--- config.mk ---
export PLATFORM = sky130hd
export DESIGN_NAME = tsu_queue
export DESIGN_NICKNAME = d
export VERILOG_FILES = /design/src/sv/tsu_pkg.sv /design/src/sv/tsu_queue.sv
export VERILOG_INCLUDE_DIRS = /design/src /design/src/sv
export SDC_FILE = /design/constraint.sdc
export NUM_CORES = 1
export LEC_CHECK = 0
export BUFFER_PORTS_ARGS = -buffer_cell sky130_fd_sc_hd__buf_2
export CAP_MARGIN = 20
export CORE_ASPECT_RATIO = 0.6
export CORE_MARGIN = 2
export CORE_UTILIZATION = 60
export DETAILED_ROUTE_END_ITERATION = 16
export PLACE_DENSITY = 0.81
export SLEW_MARGIN = 20
export SYNTH_ARGS = -nofsm -noshare
export SYNTH_HDL_FRONTEND = slang
export SYNTH_SLANG_ARGS = --single-unit
--- constraint.sdc ---
create_clock -name clk -period 6.1 [get_ports clk]
set_input_delay 0.915 -clock clk [delete_from_list [all_inputs] [get_ports clk]]
set_output_delay 0.915 -clock clk [all_outputs]
set_load 0.005 [all_outputs]
--- src/sv/assert_macros.svh ---
// Assertion macros shared by the RTL of the sphere union volume block.
// Depends on nothing; included by the files that carry assertions.
`ifndef ASSERT_MACROS_SVH
`define ASSERT_MACROS_SVH

// Condition must never hold outside reset.
`define ASSERT_NEVER(lbl, clk, rst, cond) \
  lbl: assert property (@(posedge clk) disable iff (rst) !(cond)) \
    else $error("assertion failed: condition must never hold");

// Antecedent in one cycle implies consequent in the next.
`define ASSERT_NEXT(lbl, clk, rst, ante, cons) \
  lbl: assert property (@(posedge clk) disable iff (rst) (ante) |=> (cons)) \
    else $error("assertion failed: next-cycle implication");

`endif

--- src/sv/tsu_pkg.sv ---
// Package for the sphere union volume block: widths, constants, types.
// Depends on nothing; imported by every module of the block.
`timescale 1ns / 1ps
`default_nettype none
package tsu_pkg;
  localparam int FRAC_BITS = 16;
  localparam int CW        = 28;
  localparam int RW        = 24;
  localparam int DW        = 29;
  localparam int D2W       = 58;
  localparam int VW        = 44;
  localparam int QNW       = 77;
  localparam int NW        = 102;
  localparam int SW        = 25;
  localparam int VOL_SHIFT = 2 * FRAC_BITS + 40;
  localparam logic [38:0] PI12_Q40 = 39'd287851471030;
  localparam int MUL_AW = 96;
  localparam int MUL_BW = 64;
  localparam int MUL_PW = 160;
  localparam int QDEPTH = 4;
  localparam int QAW    = $clog2(QDEPTH);

  typedef enum logic [1:0] {
    CASE_DISJOINT = 2'd0,
    CASE_INSIDE   = 2'd1,
    CASE_PARTIAL  = 2'd2
  } case_t;

  // One classified sphere pair handed from the front to the back.
  typedef struct packed {
    logic [RW-1:0] ra;
    logic [RW-1:0] rb;
    logic [DW-1:0] d;
    case_t         kase;
  } pair_t;

  // Queue status seen by the top level and the back part.
  typedef struct packed {
    logic full;
    logic empty;
  } q_stat_t;
endpackage
`default_nettype wire

--- src/sv/tsu_queue.sv ---
// Short word queue between the front and back parts.
// Depends on tsu_pkg and assert_macros.svh.
`timescale 1ns / 1ps
`default_nettype none
`include "assert_macros.svh"
module tsu_queue
  import tsu_pkg::*;
(
  input  wire logic  clk,
  input  wire logic  rst,
  input  wire logic  push,
  input  wire pair_t wdata,
  input  wire logic  pop,
  output pair_t      rdata,
  output q_stat_t    stat
);
  pair_t          mem [QDEPTH];
  logic [QAW-1:0] wr_ptr, rd_ptr;
  logic [QAW:0]   count;
  logic           do_push, do_pop;

  assign do_push    = push && !stat.full;
  assign do_pop     = pop && !stat.empty;
  assign stat.full  = (count == (QAW + 1)'(QDEPTH));
  assign stat.empty = (count == '0);
  assign rdata      = mem[rd_ptr];

  // Storage and pointers.
  always_ff @(posedge clk) begin
    if (do_push) begin
      mem[wr_ptr] <= wdata;
    end
    if (rst) begin
      wr_ptr <= '0;
      rd_ptr <= '0;
      count  <= '0;
    end else begin
      if (do_push) begin
        wr_ptr <= wr_ptr + 1'b1;
      end
      if (do_pop) begin
        rd_ptr <= rd_ptr + 1'b1;
      end
      count <= count + (QAW + 1)'(do_push) - (QAW + 1)'(do_pop);
    end
  end

  `ASSERT_NEVER(a_no_overflow, clk, rst, push && stat.full && !pop)
  `ASSERT_NEVER(a_no_underflow, clk, rst, pop && stat.empty)
  `ASSERT_NEXT(a_count_up, clk, rst, do_push && !do_pop, count == $past(count) + 1'b1)
endmodule
`default_nettype wire

* Word level (Yosys, flattened, before mapping)
Memories as Yosys holds them, arrays and structs flattened. A register that Yosys moved wholly into a read port is not among the register bits.
Index checks and enable logic that the tools add are counted.
** Operators by class
- Equal/unequal tests :: 1
- Mux-type cells :: 4
- Add/sub/neg operators :: 4
- Reduce and logical (&&, ||, !) cells :: 5
** Operator list (count)
- 2-bit by 1-bit adder with 2-bit output (second input constant) :: 2
- 2-bit two-way mux :: 2
- 3-bit by 1-bit adder with 3-bit output :: 1
- 3-bit == test (second input constant) :: 1
- 3-bit zero test :: 1
- 3-bit by 1-bit subtractor with 3-bit output :: 1
- 1-bit logical AND :: 2
- 1-bit zero test :: 2
- 1-bit two-way mux :: 2
** Storage, ports and cells
- Memories kept :: 1
- Memory bits (writable) :: 316
- Bits in registers :: 7
- Output and inout port bits :: 81
- Logic and storage cells :: 18
- Bits of input ports :: 83
** Memories
- mem :: depth 4, bits a word 79, rd ports 1, clocked after Yosys merged registers in 1, wr ports 1, line tsu_queue.sv:17 : pair_t mem [QDEPTH];

* Longest topological paths before layout
Gate-level depths: netlist (run 1).
- Depth in word-level cells :: 5
- Depth in mapped cells :: 10
- Depth with buffers taken out :: 10

* Worst setup path before layout (run 1)
No wires, ideal clock.
- Path type :: input-to-reg
- From :: in push
- To :: mem mem[0][0] in the netlist's numbering, enable pin
- Path buffers :: 0
- Arrival :: 3.085 ns
- Cell stages on the path :: 3
- Setup time :: 0.446 ns
- Slack :: 2.569 ns
- Required time :: 5.654 ns
- Path through :: inv_1 -> nor2_1 -> and2_1
** Between the ends
- Word-level cells in the longest chain between the ends :: 3
** Ends and longest elaborated chain
- start, declared :: line tsu_queue.sv:11 : input wire logic push,
- 1-bit logical AND :: line tsu_queue.sv:22 : assign do_push = push && !stat.full;
- 1-bit two-way mux :: line tsu_queue.sv:30 : if (do_push) begin
- 1-bit two-way mux (implied by the code) :: line tsu_queue.sv:31 : mem[wr_ptr] <= wdata;
- end, declared :: line tsu_queue.sv:17
Every way passes these cells.

==> metrics.txt, run 1 <==
Final Hold Violating Endpoints=0; WP data required=5180 ps; GRT Overall Usage=0.211; slew margin rel.=0.483; VDD IR max=0.282 mV; post-detailed-routing wire length=21.3 mm; H-Tree Depth=1; Max-cap violations=0; Yosys warning count=0; Crit-path slowest cell=buf_4; Arr. time, crit path=2580 ps; total via count in the routed design=between 5000 and 6000; Antenna Violating Nets Remaining=0; share of post-route cells with drive strength above 1=0.436; compound-gate portion of the synthesized area=0.00232; I/O pins=~160; Post-CTS Hold Buffers=0; first-pass GRT wire length=32.7 mm; DRT iter0 DRCs=355; Synth Cell Area=0.0118 sq mm; status=finished, final reports clean; Final Setup Violations=0; largest net degree at the start of global routing=80; Worst setup SP type=register; post-route minimum period=3500 ps; Lkg Pwr=4.64 nW; DRC errors left=0; CTS Sinks=325; fillers=around 1100; WHS=525 ps; TNS Setup=0 ps; CP cell instances=buf_4 > mux4_2 > buf_2; Max Root-Sink Buffers=3; multiplexer area fraction after synthesis=0.151; Port Buffers=163; Initial Util=0.618; clk slew on worst S/H paths=60 ps; vias per cell=approximately 5.8; Syn-to-layout area delta=16.9%; Slew @ Worst Pin=775 ps; commonest non-fill, non-tap cells in the layout=edfxtp_1 (316), buf_2 (163), mux4_2 (79); Power Density=402 mW/mm^2; core area=0.0192 sq mm; DP HPWL=12.9 mm; WL per Instance=22.7 microns; Die Area=0.0209 sq mm; max frequency=around 290 MHz; clock insertion delay at the later pin of the skew report=520 ps; XOR/XNOR Fraction of Synth Area=0.00222; Rows=39; Post-CTS Resized=0; CTS Buf Count=28; Synth Area per Inst=roughly 26 sq um; Root Buffer=clkbuf_16; critical path peak fanout=39; Netlist cell types=25; sequential share of the synthesized area=0.816; Die W=185 microns; CTS tree=done; Syn Inst Count=464; syn nets=approximately 550; worst hold-check path type=reg -> reg; Crit. End Element=primary output; initial antenna violation count=5; largest family of logic cells by synthesized area=multiplexers; most common cell after layout, fill and taps aside=edfxtp_1; adder-cell share of the synthesized area=0.00803; crit path kind=reg -> out; Final Net Count=735; DRT Pass-1 Iters=5; Slew Limit Fails=0; period utilisation layout=0.573; RD Place Congestion=~0.76; Post-Synth Simple-Gate Area=0.00792; Yosys reg bits=around 330; RSZ-0062 raised after global routing=false; vias in the first global route=5733; die height=113 microns; Congestion Overflow GR=0; postcts setup bufs=0; skew final=~8.2 ps; slowest stage delay, CP=670 ps
## registers in the layout, indices dropped and copies added (netlist names), named ones only
signal  flops
count       3
wr_ptr      2
rd_ptr      2
mem       316
## kinds of logic (layout without fill, tap and decap cells)
| family | Yosys count | count (layout) |
|---|---|---|
| flops | 325 | 325 |
| mux | 80 | 80 |
| buf+inv | 27 | 230 |
| simple gates | 17 | 17 |
| fa+ha+maj | 7 | 7 |
| compound gates | 5 | 5 |
| xor+xnor | 3 | 3 |
| other cells | 0 | 4 |
## worst max-delay path, delay by kind of cell, from the launching register on
family   cells  cell delay (ps)
buf+inv      2              820
flops        1              540
mux          1              650
## worst paths after layout
check        startpoint    endpoint  slack [ps]  cells after the start
max            register   rdata[66]        2600                      3
min           wr_ptr[1]   wr_ptr[1]         530                      2
max reg2reg    count[1]  mem[0][14]        3530                      4
min reg2reg   wr_ptr[1]   wr_ptr[1]         530                      2
## area by class of cell
| class | count | area, sq um | area share |
|---|---|---|---|
| Antenna cell | 4 | 10.0 | 0.000722 |
| Clock buffer | 37 | 756 | 0.0545 |
| Clock inverter | 15 | 119 | 0.00858 |
| Inverter | 8 | 30.0 | 0.00217 |
| Multi-Input combinational cell | 112 | 2040 | 0.147 |
| Sequential cell | 325 | 9680 | 0.698 |
| Tap cell | 266 | 333 | 0.0240 |
| Timing Repair Buffer | 170 | 888 | 0.0641 |
## routing by layer
layer / global-route usage / vias to the layer above / wire length, microns
met5: 0 / - / 0
met4: 0.0323 / 0 / 297
met3: 0.0541 / 28 / 2060
met2: 0.333 / 226 / 10300
met1: 0.312 / 2805 / 8620
li1: - / 2344 / -
## Yosys cell counts, drive strengths merged
library cell	instances	share of area
a21oi	2	0.00084
and2	4	0.0021
buf	12	0.0077
clkbuf	7	0.0022
dfxtp	9	0.015
edfxtp	316	0.80
fa	1	0.0017
ha	6	0.0063
inv	8	0.0025
mux2i	1	0.00084
mux4	79	0.15
nand2	1	0.00032
nand2b	2	0.0011
nor2	4	0.0013
nor2b	2	0.0011
nor3	1	0.00042
nor3b	1	0.00063
o21ai	2	0.00084
o31ai	1	0.00063
or3	2	0.0011
xnor2	2	0.0015
xor2	1	0.00074
## power by group
group          internal, mW  switching [mW]  total, mW
sequential             2.68          0.0911       2.78
clock                 0.954           0.722       1.68
combinational         0.582           0.540       1.12
total                  4.22            1.35       5.57
## through the flow
| stage | area (sq um) | util | setup WS (ps) | power, mW | std cells |
|---|---|---|---|---|---|
| floorplan | 11800 | - | 2570 | 3.52 | 464 |
| global placement | 12900 | 0.675 | 3120 | 3.91 | 880 |
| detailed placement | 12900 | 0.675 | 3020 | 3.96 | 880 |
| CTS | 13800 | 0.720 | 2520 | 5.63 | 932 |
| global route | 13800 | 0.722 | 2410 | 5.82 | 934 |
| finish | 13900 | 0.722 | 2600 | 5.57 | 937 |
No activity file was read; power rests on OpenSTA's default activity.
==> run 2: changes to the inputs <==
--- a/config.mk
+++ b/config.mk
@@ -6,13 +6,14 @@
 export SDC_FILE = /design/constraint.sdc
 export NUM_CORES = 1
 export LEC_CHECK = 0
+export ABC_AREA = 1
 export BUFFER_PORTS_ARGS = -buffer_cell sky130_fd_sc_hd__buf_2
 export CAP_MARGIN = 20
 export CORE_ASPECT_RATIO = 0.6
 export CORE_MARGIN = 2
-export CORE_UTILIZATION = 60
+export CORE_UTILIZATION = 57
 export DETAILED_ROUTE_END_ITERATION = 16
-export PLACE_DENSITY = 0.81
+export PLACE_DENSITY = 0.77
 export SLEW_MARGIN = 20
 export SYNTH_ARGS = -nofsm -noshare
 export SYNTH_HDL_FRONTEND = slang
==> constraint.sdc (replaced) <==
create_clock -name clk -period 3.6 [get_ports clk]
set_input_delay 0.54 -clock clk [delete_from_list [all_inputs] [get_ports clk]]
set_output_delay 0.54 -clock clk [all_outputs]
set_load 0.005 [all_outputs]
==> metrics.txt, run 2 <==
CTS Buf Count=28 (unchanged); post-layout util=0.682 (was 0.722); RSZ-0062 raised after global routing=false (unchanged); RD Place Congestion=0.796 (was 0.757); clock insertion delay at the later pin of the skew report=530 ps (was 520 ps); Cell Count, Final, Fillers Out=1295 (was 937); skew final=8.21 ps (was 8.16 ps); Antenna Violating Nets Remaining=0 (unchanged); sequential share of the synthesized area=0.794 (was 0.816); Max-cap violations=0 (unchanged); dpl ws=1090 ps (was 3020 ps); reg2reg setup slack=1350 ps (was 3530 ps); VDD IR max=0.444 mV (was 0.282 mV); Root Buffer=clkbuf_16 (unchanged); Syn Inst Count=832 (was 464); Port Buffers=163 (unchanged); DRT Pass-1 Iters=5 (unchanged); min setup slack post-route=558 ps (was 2600 ps); DP HPWL=14.4 mm (was 12.9 mm); Crit. path cell count=5 (was 3); vias per cell=5.69 (was 5.77); most common cell after layout, fill and taps aside=edfxtp_1 (unchanged); Syn-to-layout area delta=17.6% (was 16.9%); Largest Register=mem (unchanged); FF-to-FF Start=count[1] (unchanged); Synth Flop Type=edfxtp_1 (unchanged); Yosys top cell area share=0.779 (was 0.801); Die Area=0.0226 sq mm (was 0.0209 sq mm); Yosys warning count=0 (unchanged); Initial Util=0.580 (was 0.618); commonest non-fill, non-tap cells in the layout=edfxtp_1 (316), nor2_1 (168), buf_2 (163) (was edfxtp_1 (316), buf_2 (163), mux4_2 (79)); Max Root-Sink Buffers=3 (unchanged); r2r worst-path depth=9 (was 4); core area=0.0210 sq mm (was 0.0192 sq mm); WL per Instance=19.3 microns (was 22.7 microns); CP top delay family=buffers and inverters (unchanged); Netlist cell types=18 (was 25); first-pass GRT wire length=37.9 mm (was 32.7 mm); vias in the first global route=6891 (was 5733); WP data required=3060 ps (was 5180 ps); max frequency=between 300 and 400 MHz; Synth Area per Inst=14.6 sq um (was 25.5 sq um); Crit-path slowest cell=inv_2 (was buf_4); number of flops mapped to enable cells by yosys=316 (unchanged); Synth area leader=edfxtp_1 (unchanged); initial antenna violation count=6 (was 5); CTS tree=done (unchanged); WP buf/inv=3 (was 2); die height=117 microns (was 113 microns); clk slew on worst S/H paths=60 ps (about the same); slowest stage delay, CP=640 ps (was 670 ps); Yosys reg bits=325 (unchanged); cell with the most instances after synthesis=edfxtp_1 (unchanged); max reg flops=316 (unchanged); crit path kind=reg -> out (unchanged); total via count in the routed design=7365 (was 5403); DRT iter0 DRCs=808 (was 355); share of post-route cells with drive strength above 1=0.228 (was 0.436); Slew Limit Fails=0 (unchanged); Post-synth top cells=edfxtp_1 (316), nor2_1 (172), o21ai_0 (117) (was edfxtp_1 (316), mux4_2 (79), buf_2 (9), dfxtp_1 (9), inv_1 (8)); worst hold-check path type=in -> reg (was reg -> reg); Worst setup SP type=register (unchanged); syn nets=922 (was 554); Post-CTS Hold Buffers=0 (unchanged); Congestion Overflow GR=0 (unchanged); fillers=1450 (was 1106); Power Density=711 mW/mm^2 (was 402 mW/mm^2); critical path peak fanout=48 (was 39); Arr. time, crit path=2500 ps (was 2580 ps); DRC errors left=0 (unchanged); Lkg Pwr=5.06 nW (was 4.64 nW); Crit. End Element=primary output (unchanged); GRT Overall Usage=0.221 (was 0.211); worst reg2reg endpoint=count[2] (was mem[0][14]); Post-CTS Resized=0 (unchanged); Rows=41 (was 39); I/O pins=164 (unchanged); top flop regs=mem: 316 flops, count: 3 flops (unchanged); Worst Setup EP=rdata[14] (was rdata[66]); postcts setup bufs=0 (unchanged); Final Net Count=1079 (was 735); CTS Sinks=325 (unchanged); status=finished, final reports clean (unchanged); largest net degree at the start of global routing=159 (was 80); Final Hold Violating Endpoints=0 (unchanged); post-detailed-routing wire length=24.9 mm (was 21.3 mm); H-Tree Depth=1 (unchanged); post-route minimum period=around 3000 ps; asr flop ratio synth=0 (unchanged); Synth Cell Area=0.0122 sq mm (was 0.0118 sq mm); dpl cells=1238 (was 880); Slew @ Worst Pin=898 ps (was 775 ps); top post-synthesis cells by area=edfxtp_1 (78%), nor2_1 (5.3%), o21ai_0 (4.8%) (was edfxtp_1 (80%), mux4_2 (15%), dfxtp_1 (1.5%)); Final Setup Violations=0 (unchanged); Die W=193 microns (was 185 microns); period utilisation layout=0.845; slew margin rel.=0.400 (was 0.483); CP cell instances=inv_2 > buf_4 > o21ai_0 > o22ai_1 > buf_2 (was buf_4 > mux4_2 > buf_2)
run 2: final cells by class:
type / count / area [sq um] / area share
clock buffers: 38 / 790 / 0.0552
diodes: 5 / 12.5 / 0.000874
multi-input cells: 437 / 2150 / 0.150
clock inverters: 14 / 270 / 0.0189
well taps: 279 / 349 / 0.0244
repair buffers: 177 / 996 / 0.0696
flip-flops and latches: 325 / 9670 / 0.676
inverters: 20 / 77.6 / 0.00542
run 2: worst min-delay path by stage:
stage / start / endpoint / slack, ps / cells past startpoint
2_1_floorplan: rd_ptr[0] / register / 450 / 2
3_3_place_gp: rd_ptr[0] / rd_ptr[0] / 470 / 2
3_5_place_dp: rd_ptr[0] / rd_ptr[0] / 510 / 2
4_1_cts: rst / count[1] / 170 / 2
5_1_grt: rst / count[1] / 190 / 2
6_report: rst / count[1] / 200 / 2
run 2: cells by family after synthesis:
logic type	Yosys count	synth area share
AO/OA/AOI/OAI	242	0.108
adder cells (fa/ha/maj)	7	0.00781
buffers and inverters	70	0.0321
flip-flops	325	0.794
AND/OR/NAND/NOR	188	0.0584
run 2: report_power, final:
part	internal, mW	switching, mW	total [mW]
clock network	2.11	1.27	3.38
logic	0.728	1.38	2.11
registers	4.60	0.0984	4.70
total	7.44	2.74	10.2
run 2: routing by layer:
layer | share of wire | GRT usage | vias up
met5 | 0.0021 | 0 | -
met4 | 0.013 | 0.0422 | 8
met3 | 0.10 | 0.0635 | 40
met2 | 0.44 | 0.338 | 316
met1 | 0.44 | 0.323 | 3565
li1 | - | - | 3436
run 2: metrics by stage:
| stage | TNS [ps] | cell area, sq um | total power [mW] | hold WS, ps |
|---|---|---|---|---|
| after global placement | 0 | 13200 | 6.84 | 468 |
| after CTS | 0 | 14300 | 10.2 | 175 |
| after detailed placement | 0 | 13200 | 6.89 | 511 |
| final | 0 | 14300 | 10.2 | 196 |
| after floorplan | -275130 | 12200 | 6.07 | 448 |
| after global routing | 0 | 14300 | 10.7 | 188 |
==> run 3: changes to the inputs <==
--- a/config.mk
+++ b/config.mk
@@ -11,9 +11,9 @@
 export CAP_MARGIN = 20
 export CORE_ASPECT_RATIO = 0.6
 export CORE_MARGIN = 2
-export CORE_UTILIZATION = 57
+export CORE_UTILIZATION = 51
 export DETAILED_ROUTE_END_ITERATION = 16
-export PLACE_DENSITY = 0.77
+export PLACE_DENSITY = 0.73
 export SLEW_MARGIN = 20
 export SYNTH_ARGS = -nofsm -noshare
 export SYNTH_HDL_FRONTEND = slang
==> constraint.sdc (replaced) <==
create_clock -name clk -period 2.7 [get_ports clk]
set_input_delay 0.405 -clock clk [delete_from_list [all_inputs] [get_ports clk]]
set_output_delay 0.405 -clock clk [all_outputs]
set_load 0.005 [all_outputs]
==> metrics.txt, run 3 (synthesis gave the netlist of run 2 again) <==
DP HPWL=14.1 mm (was 14.4 mm); Crit. End Element=primary output (unchanged); vias per cell=5.41 (was 5.69); die height=124 microns (was 117 microns); largest net degree at the start of global routing=80 (was 159); Multi-input gate area=0.00215 sq mm (unchanged); DRC errors left=0 (unchanged); top flop regs=mem: 316 flops, count: 3 flops (unchanged); first-pass GRT wire length=38.1 mm (was 37.9 mm); min setup slack post-route=178 ps (was 558 ps); clock insertion delay at the later pin of the skew report=550 ps (was 530 ps); DRT iter0 DRCs=620 (was 808); Antenna Violating Nets Remaining=0 (unchanged); postcts setup bufs=0 (unchanged); Final Net Count=1083 (was 1079); Rows=43 (was 41); total via count in the routed design=7205 (was 7365); dpl ws=751 ps (was 1090 ps); vias in the first global route=6872 (was 6891); share of post-route cells with drive strength above 1=0.227 (was 0.228); Arr. time, crit path=2120 ps (was 2500 ps); max reg flops=316 (unchanged); GRT Overall Usage=0.197 (was 0.221); initial antenna violation count=6 (unchanged); fillers=1734 (was 1450); Congestion Overflow GR=0 (unchanged); WHS=44.7 ps (was 196 ps); Syn-to-layout area delta=17.8% (was 17.6%); post-detailed-routing wire length=24.9 mm (about the same); DRT Pass-1 Iters=5 (unchanged); Die Area=0.0252 sq mm (was 0.0226 sq mm); Worst setup SP type=register (unchanged); slew margin rel.=0.602 (was 0.400); Post-CTS Resized=0 (unchanged); skew final=10.8 ps (was 8.21 ps); commonest non-fill, non-tap cells in the layout=edfxtp_1 (316), nor2_1 (168), buf_2 (163) (unchanged); Max-cap violations=0 (unchanged); I/O pins=164 (unchanged); period utilisation layout=0.934; post-route minimum period=2520 ps; max frequency=396 MHz; Port Buffers=163 (unchanged); Power Density=927 mW/mm^2 (was 711 mW/mm^2); RSZ-0062 raised after global routing=false (unchanged); Design Power=13.3 mW (was 10.2 mW); Max Root-Sink Buffers=3 (unchanged); most common cell after layout, fill and taps aside=edfxtp_1 (unchanged); Slew @ Worst Pin=597 ps (was 898 ps); H-Tree Depth=1 (unchanged); VDD IR max=0.587 mV (was 0.444 mV); Sequential cell area=0.00967 sq mm (unchanged); Largest Register=mem (unchanged); Final Hold Violating Endpoints=0 (unchanged); status=finished, final reports clean (unchanged); CTS Sinks=325 (unchanged); WL per Instance=18.7 microns (was 19.3 microns); Slew Limit Fails=0 (unchanged); Lkg Pwr=5.04 nW (was 5.06 nW); worst hold-check path type=in -> reg (unchanged); CTS Buf Count=29 (was 28); critical path peak fanout=57 (was 48); RD Place Congestion=0.754 (was 0.796); Root Buffer=clkbuf_16 (unchanged); WP data required=2300 ps (was 3060 ps); crit path kind=reg -> out (unchanged); Post-CTS Hold Buffers=0 (unchanged); Initial Util=0.524 (was 0.580); Die W=203 microns (was 193 microns); CTS tree=done (unchanged); core area=0.0232 sq mm (was 0.0210 sq mm); clk slew on worst S/H paths=60 ps (about the same); Final Setup Violations=0 (unchanged)
-- run 3: final timing paths --
kind / start / depth (start not counted) / to / slack [ps]
setup reg to reg: count[1] / 10 / count[2] / 760
setup / recovery: register / 5 / rdata[74] / 180
hold / removal: rst / 2 / count[0] / 40
hold reg to reg: rd_ptr[0] / 2 / rd_ptr[0] / 500
-- run 3: final cells by class --
| class | instances | share of cell area |
|---|---|---|
| Antenna cell | 5 | 0.000873 |
| Clock inverter | 19 | 0.0159 |
| Inverter | 20 | 0.00541 |
| Clock buffer | 32 | 0.0514 |
| Timing Repair Buffer | 180 | 0.0745 |
| Sequential cell | 325 | 0.675 |
| Multi-Input combinational cell | 437 | 0.150 |
| Tap cell | 315 | 0.0275 |
-- run 3: metal layers --
metal | vias up | share of wire | GRT usage
met5 | - | 0.00032 | 0
met4 | 2 | 0.014 | 0.0443
met3 | 32 | 0.098 | 0.0565
met2 | 250 | 0.43 | 0.289
met1 | 3480 | 0.46 | 0.295
li1 | 3441 | - | -
-- run 3: worst max-delay path, cell delays in order, from the launching register on --
cell	delay, ps
dfxtp_4	640
inv_4	180
buf_12	220
o21ai_0	230
o22ai_1	110
buf_2	140
-- run 3: report_power, final --
| part | internal (mW) | total [mW] | switching (mW) |
|---|---|---|---|
| Sequential | 6.14 | 6.31 | 0.174 |
| Clock | 2.44 | 4.16 | 1.72 |
| Combinational | 1.02 | 2.82 | 1.80 |
-- run 3: metrics by stage --
step	TNS [ps]	std cells	area (sq um)	util
floorplan	-153540	832	12200	-
CTS	0	1328	14300	0.616
global route	0	1328	14300	0.616
global placement	0	1277	13400	0.575
finish	0	1333	14300	0.617
detailed placement	0	1277	13400	0.575
